File: src/i8ll_pkg.sv
package i8ll_pkg;

  localparam int WADDR_W = 12;
  localparam int WDEPTH = 1 << WADDR_W;
  localparam int OIDX_W = 6;
  localparam int CNT_W = 7;

  localparam logic [1:0] OP_LOAD_W = 2'd0;
  localparam logic [1:0] OP_LOAD_S = 2'd1;
  localparam logic [1:0] OP_LOAD_B = 2'd2;
  localparam logic [1:0] OP_ACT    = 2'd3;

  localparam logic [1:0] REG_IN_COUNT    = 2'd0;
  localparam logic [1:0] REG_OUT_COUNT   = 2'd1;
  localparam logic [1:0] REG_BIAS_ENABLE = 2'd2;

  typedef struct packed {
    logic              accept;
    logic              mac_start;
    logic              mac_issue;
    logic              fin_mul;
    logic              fin_sum;
    logic              fin_rnd;
    logic              fin_load;
    logic              fin_last;
    logic              clear_acc;
    logic [OIDX_W-1:0] o;
  } cmd_t;

  typedef struct packed {
    logic             act_ok;
    logic             act_last;
    logic [CNT_W-1:0] nout;
    logic             drained;
    logic             out_free;
  } sts_t;

endpackage

File: src/i8ll_ctrl.sv
module i8ll_ctrl (
  input  logic                clk,
  input  logic                rst,
  input  logic                in_valid,
  output logic                in_stall,
  input  i8ll_pkg::sts_t      sts,
  output i8ll_pkg::cmd_t      cmd
);

  localparam logic [2:0] S_IDLE  = 3'd0;
  localparam logic [2:0] S_MAC   = 3'd1;
  localparam logic [2:0] S_DRAIN = 3'd2;
  localparam logic [2:0] S_RD    = 3'd3;
  localparam logic [2:0] S_MUL   = 3'd4;
  localparam logic [2:0] S_SUM   = 3'd5;
  localparam logic [2:0] S_RND   = 3'd6;
  localparam logic [2:0] S_OUT   = 3'd7;

  logic [2:0] state, state_next;
  logic [i8ll_pkg::OIDX_W-1:0] o, o_next;
  logic row_end, row_end_next;
  logic at_last;

  assign in_stall = (state != S_IDLE);
  assign at_last = ({1'b0, o} == (sts.nout - 7'd1));

  always_comb begin
    state_next = state;
    o_next = o;
    row_end_next = row_end;
    cmd = '0;
    cmd.o = o;
    case (state)
      S_IDLE: begin
        cmd.accept = in_valid;
        if (in_valid && sts.act_ok) begin
          cmd.mac_start = 1'b1;
          row_end_next = sts.act_last;
          o_next = '0;
          state_next = S_MAC;
        end
      end
      S_MAC: begin
        cmd.mac_issue = 1'b1;
        if (at_last) begin
          o_next = '0;
          state_next = S_DRAIN;
        end else begin
          o_next = o + 1'b1;
        end
      end
      S_DRAIN: begin
        if (sts.drained) begin
          state_next = row_end ? S_RD : S_IDLE;
        end
      end
      S_RD: state_next = S_MUL;
      S_MUL: begin
        cmd.fin_mul = 1'b1;
        state_next = S_SUM;
      end
      S_SUM: begin
        cmd.fin_sum = 1'b1;
        state_next = S_RND;
      end
      S_RND: begin
        cmd.fin_rnd = 1'b1;
        state_next = S_OUT;
      end
      S_OUT: begin
        if (sts.out_free) begin
          cmd.fin_load = 1'b1;
          cmd.fin_last = at_last;
          if (at_last) begin
            cmd.clear_acc = 1'b1;
            o_next = '0;
            state_next = S_IDLE;
          end else begin
            o_next = o + 1'b1;
            state_next = S_RD;
          end
        end
      end
      default: state_next = S_IDLE;
    endcase
  end

  always_ff @(posedge clk) begin
    if (rst) begin
      state <= S_IDLE;
      o <= '0;
      row_end <= 1'b0;
    end else begin
      state <= state_next;
      o <= o_next;
      row_end <= row_end_next;
    end
  end

endmodule

File: config.mk
export PLATFORM = sky130hd
export DESIGN_NAME = i8ll_ctrl
export DESIGN_NICKNAME = d
export VERILOG_FILES = /design/src/i8ll_pkg.sv /design/src/i8ll_ctrl.sv
export SDC_FILE = /design/constraint.sdc
export NUM_CORES = 1
export LEC_CHECK = 0
export ABC_CLOCK_PERIOD_IN_PS = 6900
export BUFFER_PORTS_ARGS = -buffer_cell sky130_fd_sc_hd__buf_2
export CORE_UTILIZATION = 45
export CTS_BUF_LIST = sky130_fd_sc_hd__clkbuf_8
export DETAILED_ROUTE_END_ITERATION = 8
export GPL_TIMING_DRIVEN = 0
export PLACE_DENSITY = 0.78
export SETUP_SLACK_MARGIN = 0.4
export SYNTH_ARGS = -nofsm -noshare
export SYNTH_HDL_FRONTEND = slang
export SYNTH_SLANG_ARGS = --single-unit
File: constraint.sdc
create_clock -name clk -period 6.9 [get_ports clk]
set_input_delay 1.035 -clock clk [delete_from_list [all_inputs] [get_ports clk]]
set_output_delay 1.035 -clock clk [all_outputs]
set_load 0.01 [all_outputs]
# Word level (Yosys, flattened, before mapping)
# Index checks and enable logic that the tools add are counted.
# classes
reduce_logical	7
addsub	2
n_mux	20
n_eq_ne	12
# op_table
op	n
3-bit one-hot mux with 8 select lines	1
3-bit 2-to-1 mux	6
6-bit 2-to-1 mux	3
6-bit one-hot mux with 3 select lines	1
3-bit == test, second input constant	4
2-bit != test, second input constant	4
6-bit by 7-bit == test with 1-bit output	1
7-bit by 1-bit subtractor with 7-bit output, second input constant	1
6-bit by 1-bit adder with 6-bit output, second input constant	1
3-bit by 2-bit == test with 1-bit output, second input constant	2
1-bit 2-to-1 mux	6
2-bit 2-to-1 mux	3
3-bit nonzero test	2
4-bit AND reduction	1
3-bit by 1-bit == test with 1-bit output, second input constant	1
3-bit logical NOT	1
3-bit AND reduction	1
2-bit AND reduction	1
1-bit logical AND	1
# word_totals
inputBits	14
reg_bits	10
output_inout_bits	16
word_cells	44

# Logic depth before layout (Yosys ltp)
# depth
depth_word	5
ltp_mapped	8
ltp_nobuf	8

# Worst setup path before layout
# Ideal clock, no wire load.
# synth_path
path_type	input to output
start	input port sts[3] (netlist bit)
end	output port cmd[7] (netlist bit)
setup_slack_ns	2.855
required_ns	5.865
path_buffers	1
arrival_ns	3.010
path_stages	6
cell_sequence	or4_1 -> or3_4 -> a2111oi_4 -> nand3_2 -> nor3_1 -> buf_4
# synth_rtl
element	line	rtl
start: declaration	i8ll_ctrl.sv:6	input i8ll_pkg::sts_t sts,
end: declaration	i8ll_ctrl.sv:7	output i8ll_pkg::cmd_t cmd

==> summary.md <==
| Metric | Value |
|---|---|
| Netlist cell types | `35` |
| Crit path max-delay family | `simple AND/OR/NAND/NOR gates` |
| Ys Warns | `0` |
| Cell-internal power | `167 uW` |
| Crit Path Category | `in2out` |
| Final hold vios | `0` |
| Ant diodes | `0` |
| Arr. time, crit path | `3.13 ns` |
| Cell depth of the worst hold path | `2` |
| HP Class | `reg2reg` |
| Initial core utilization | `roughly half` |
| H-tree depth | `1` |
| Post-Syn Nets | `approximately 130` |
| Sequential power share | `27.2%` |
| Min Tclk post-route | `~4.2 ns` |
| Leak pwr | `0.447 nW` |
| Vias in the first global route | `764` |
| Worst skew pair latency | `0.24 ns` |
| Max IR drop VDD | `0.000204 V` |
| Yosys reg bits | `10` |
| Min Hold Slack | `0.479 ns` |
| DRC violations left | `0` |
| Fin nets | `roughly 160` |
| Initial drt markers | `14` |
| Routability cong. | `just over 0.8` |
| Via-per-instance ratio | `around 5.5` |
| Post-Syn Area | `just over 800 sq um` |
| Number of max-cap violations | `0` |
| Logic pwr share | `46.3%` |
| Reg2reg end | `o[3]` |
| Placed cell areas | `approximately 1000 sq um` |
| Avg Cell Area, Syn | `approximately 7.4 sq um` |
| CP Buf/Inv Count | `3` |
| Register area | `200 sq um` |
| Slowest-stage cell, CP | `or4_1` |
| Sequential area share after synthesis | `roughly a quarter` |
| Design Area, Final | `1060 sq um` |
| Synth top area share | `approximately a quarter` |
| Grt ovf | `0` |
| CP Launch Type | `input pin` |
| CP Capture Type | `output pin` |
| Clock Path Buffers | `2` |
| Std cell rows | `15` |
| Proportion of layout cells with a drive suffix above 1 | `24.8%` |
| # Post-CTS Setup Buffers | `0` |
| TritonCTS clock tree | `yes` |
| Clock power frac | `26.5%` |
| GRT Overall Usage | `between 20% and 30%` |
| Setup_tns | `0 ns` |
| Min-delay src | `row_end` |
| Most frequent CP cell | `buf_2` |
| Initial antenna violation count | `0` |
| Clk sinks | `10` |
| Total CTS buffers | `3` |
| Final max-slew violation count | `0` |
| WHS Endpoint | `row_end` |
| Worst path max stage delay | `~0.52 ns` |
| Crit share post-route | `60.4%` |
| Multi-input gate area | `574 sq um` |
| Slew of the pin with the lowest slew margin | `around 0.44 ns` |
| Die width | `between 40 and 50 um` |
| Area Overhead vs Synth | `27.3%` |
| Final HPWL DP | `about 1500 um` |
| First-pass GRT wire length | `slightly above 3000 um` |
| IO Count | `30` |
| Final Routed Wirelength | `~2000 um` |
| Dominant cell type by area after synthesis | `dfxtp_1` |
| Post-Syn Instances | `113` |
| Outcome | `complete, no violations` |
| Via count | `927` |
| Core ar. | `about 1700 sq um` |
| Drt pass-1 iters | `4` |
| Avg WL per Cell | `around 12 um` |
| Psw | `approximately 110 uW` |
| Core Util, Final | `61.2%` |
| RSZ-0062 raised after global routing | `no` |
| Worst r2r src | `state[1]` |
| Die area | `2020 sq um` |
| Detail Route Antenna Nets | `0` |
| Design Power | `about 280 uW` |
| Crit path max fanout | `5` |
| Worst r2r path cells | `6` |
| Worst EP required | `between 5 and 6 ns` |
| Cell area power density | `between 200 and 300 nW/um^2` |
| Largest net degree at the start of global routing | `11` |
| Switch share | `40.5%` |
| Finish-stage setup viols | `0` |
| Fill count | `roughly 160` |
| Crit-path cells | `buf_2 -> or4_1 -> or3_4 -> a2111oi_4 -> nand3_2 -> nor3_1 -> buf_4 -> buf_2` |
| IO Port Bufs | `28` |
| CTS root buf | `clkbuf_8` |
| Rel. slew slack | `roughly 70%` |
| Die H | `about 45 um` |
| Synth area leaders | `dfxtp_1 24%, xnor2_1 6.3%, a21oi_1 4.8%` |
| Fmax | `240 MHz` |
| Hold_buf cts | `0` |
| Clock slew seen by the registers of the worst setup and hold paths | `roughly 0.050 ns` |
| Post-cts gate resize count | `0` |
| Reg2Reg Setup Slack | `between 4 and 5 ns` |
| Clock Skew | `between 0.001 and 0.0015 ns` |
-- routing by layer --
layer / part of all wire (%) / vias to the layer above / global-route usage [%]
met1: 44 / 423 / 22.7
met2: 50 / 34 / 38.3
met5: 0 / - / 0
met4: 0.96 / 0 / 10.9
li1: - / 468 / -
met3: 5.3 / 2 / 3.60
-- flip-flops by register name, indices dropped and copies added, names as in the netlist --
register and flops:
o 6, state 3, row_end 1
-- layout by cell type (no fill, tap or decap), drive strengths merged --
master	netlist	final
or4	1	1
a32o	1	1
a31oi	1	1
or4b	2	2
nand3	8	8
a2111oi	1	1
a221o	1	1
or3	4	4
a21oi	8	8
nor2b	1	1
a211oi	1	1
ha	2	2
inv	9	9
nor3	6	6
and3	1	1
nor2	8	8
buf	1	29
nand2	9	9
nor4b	1	1
a211o	1	1
nor4	1	1
xnor2	6	6
nand3b	4	4
nand2b	2	2
mux2i	1	1
dfxtp	10	10
o21ai	10	10
clkbuf	4	8
nand4	1	1
and2	2	2
xor2	3	3
nor3b	2	2
-- cell families (layout without fill, tap and decap cells) --
group | Yosys count | count (layout) | synth area share (%)
flops | 10 | 10 | 24.1
compound gates | 24 | 24 | 19.3
simple gates | 53 | 53 | 36.1
xor+xnor | 9 | 9 | 9.49
fa+ha+maj | 2 | 2 | 3.01
mux | 1 | 1 | 1.20
buf+inv | 14 | 46 | 6.78
-- power by group through the flow --
stage | combinational, mW | clock [mW] | sequential (mW)
after floorplan | 0.0939 | 0 | 0.0762
after global placement | 0.127 | 0 | 0.0765
after detailed placement | 0.129 | 0 | 0.0771
after CTS | 0.130 | 0.0755 | 0.0760
after global routing | 0.146 | 0.0798 | 0.0778
final | 0.130 | 0.0745 | 0.0765
-- metrics by stage --
| stage | std cells | setup WS [ns] |
|---|---|---|
| 2_1_floorplan | 113 | 2.85 |
| 3_3_place_gp | 166 | 2.75 |
| 3_5_place_dp | 166 | 2.74 |
| 4_1_cts | 170 | 2.73 |
| 5_1_grt | 170 | 2.65 |
| 6_report | 170 | 2.74 |
-- area by class of cell --
type	instances	area share [%]
clock buffers	4	5.21
flip-flops and latches	10	18.9
inverters	9	3.20
well taps	25	2.96
repair buffers	28	13.3
plain buffers	5	2.13
multi-input cells	89	54.3
-- tightest hold or removal path: cells and delay by family, from the launching register on --
family / cells / cell delay, ns
AOI/OAI and AO/OA: 2 / 0.12
DFF: 1 / 0.31
-- cells in the mapped netlist (all sizes together) --
cell type / count
or4: 1
nand2b: 2
clkbuf: 4
nor3b: 2
ha: 2
xnor2: 6
a211oi: 1
nand4: 1
a31oi: 1
nor2b: 1
and3: 1
a21oi: 8
nor4b: 1
o21ai: 10
a221o: 1
mux2i: 1
xor2: 3
or4b: 2
a32o: 1
buf: 1
dfxtp: 10
and2: 2
nand3b: 4
nor2: 8
a2111oi: 1
nand2: 9
a211o: 1
nor4: 1
inv: 9
or3: 4
nand3: 8
nor3: 6
-- how the worst max path moves through the flow --
stage | start | to | slack, ns | depth (start not counted)
floorplan | sts[3] | cmd[7] | 2.85 | 6
global placement | sts[2] | cmd[7] | 2.75 | 8
detailed placement | sts[2] | cmd[7] | 2.74 | 8
CTS | sts[2] | cmd[7] | 2.73 | 8
global route | sts[2] | cmd[7] | 2.65 | 8
finish | sts[2] | cmd[7] | 2.74 | 8
(Power assumes the default switching activity.)
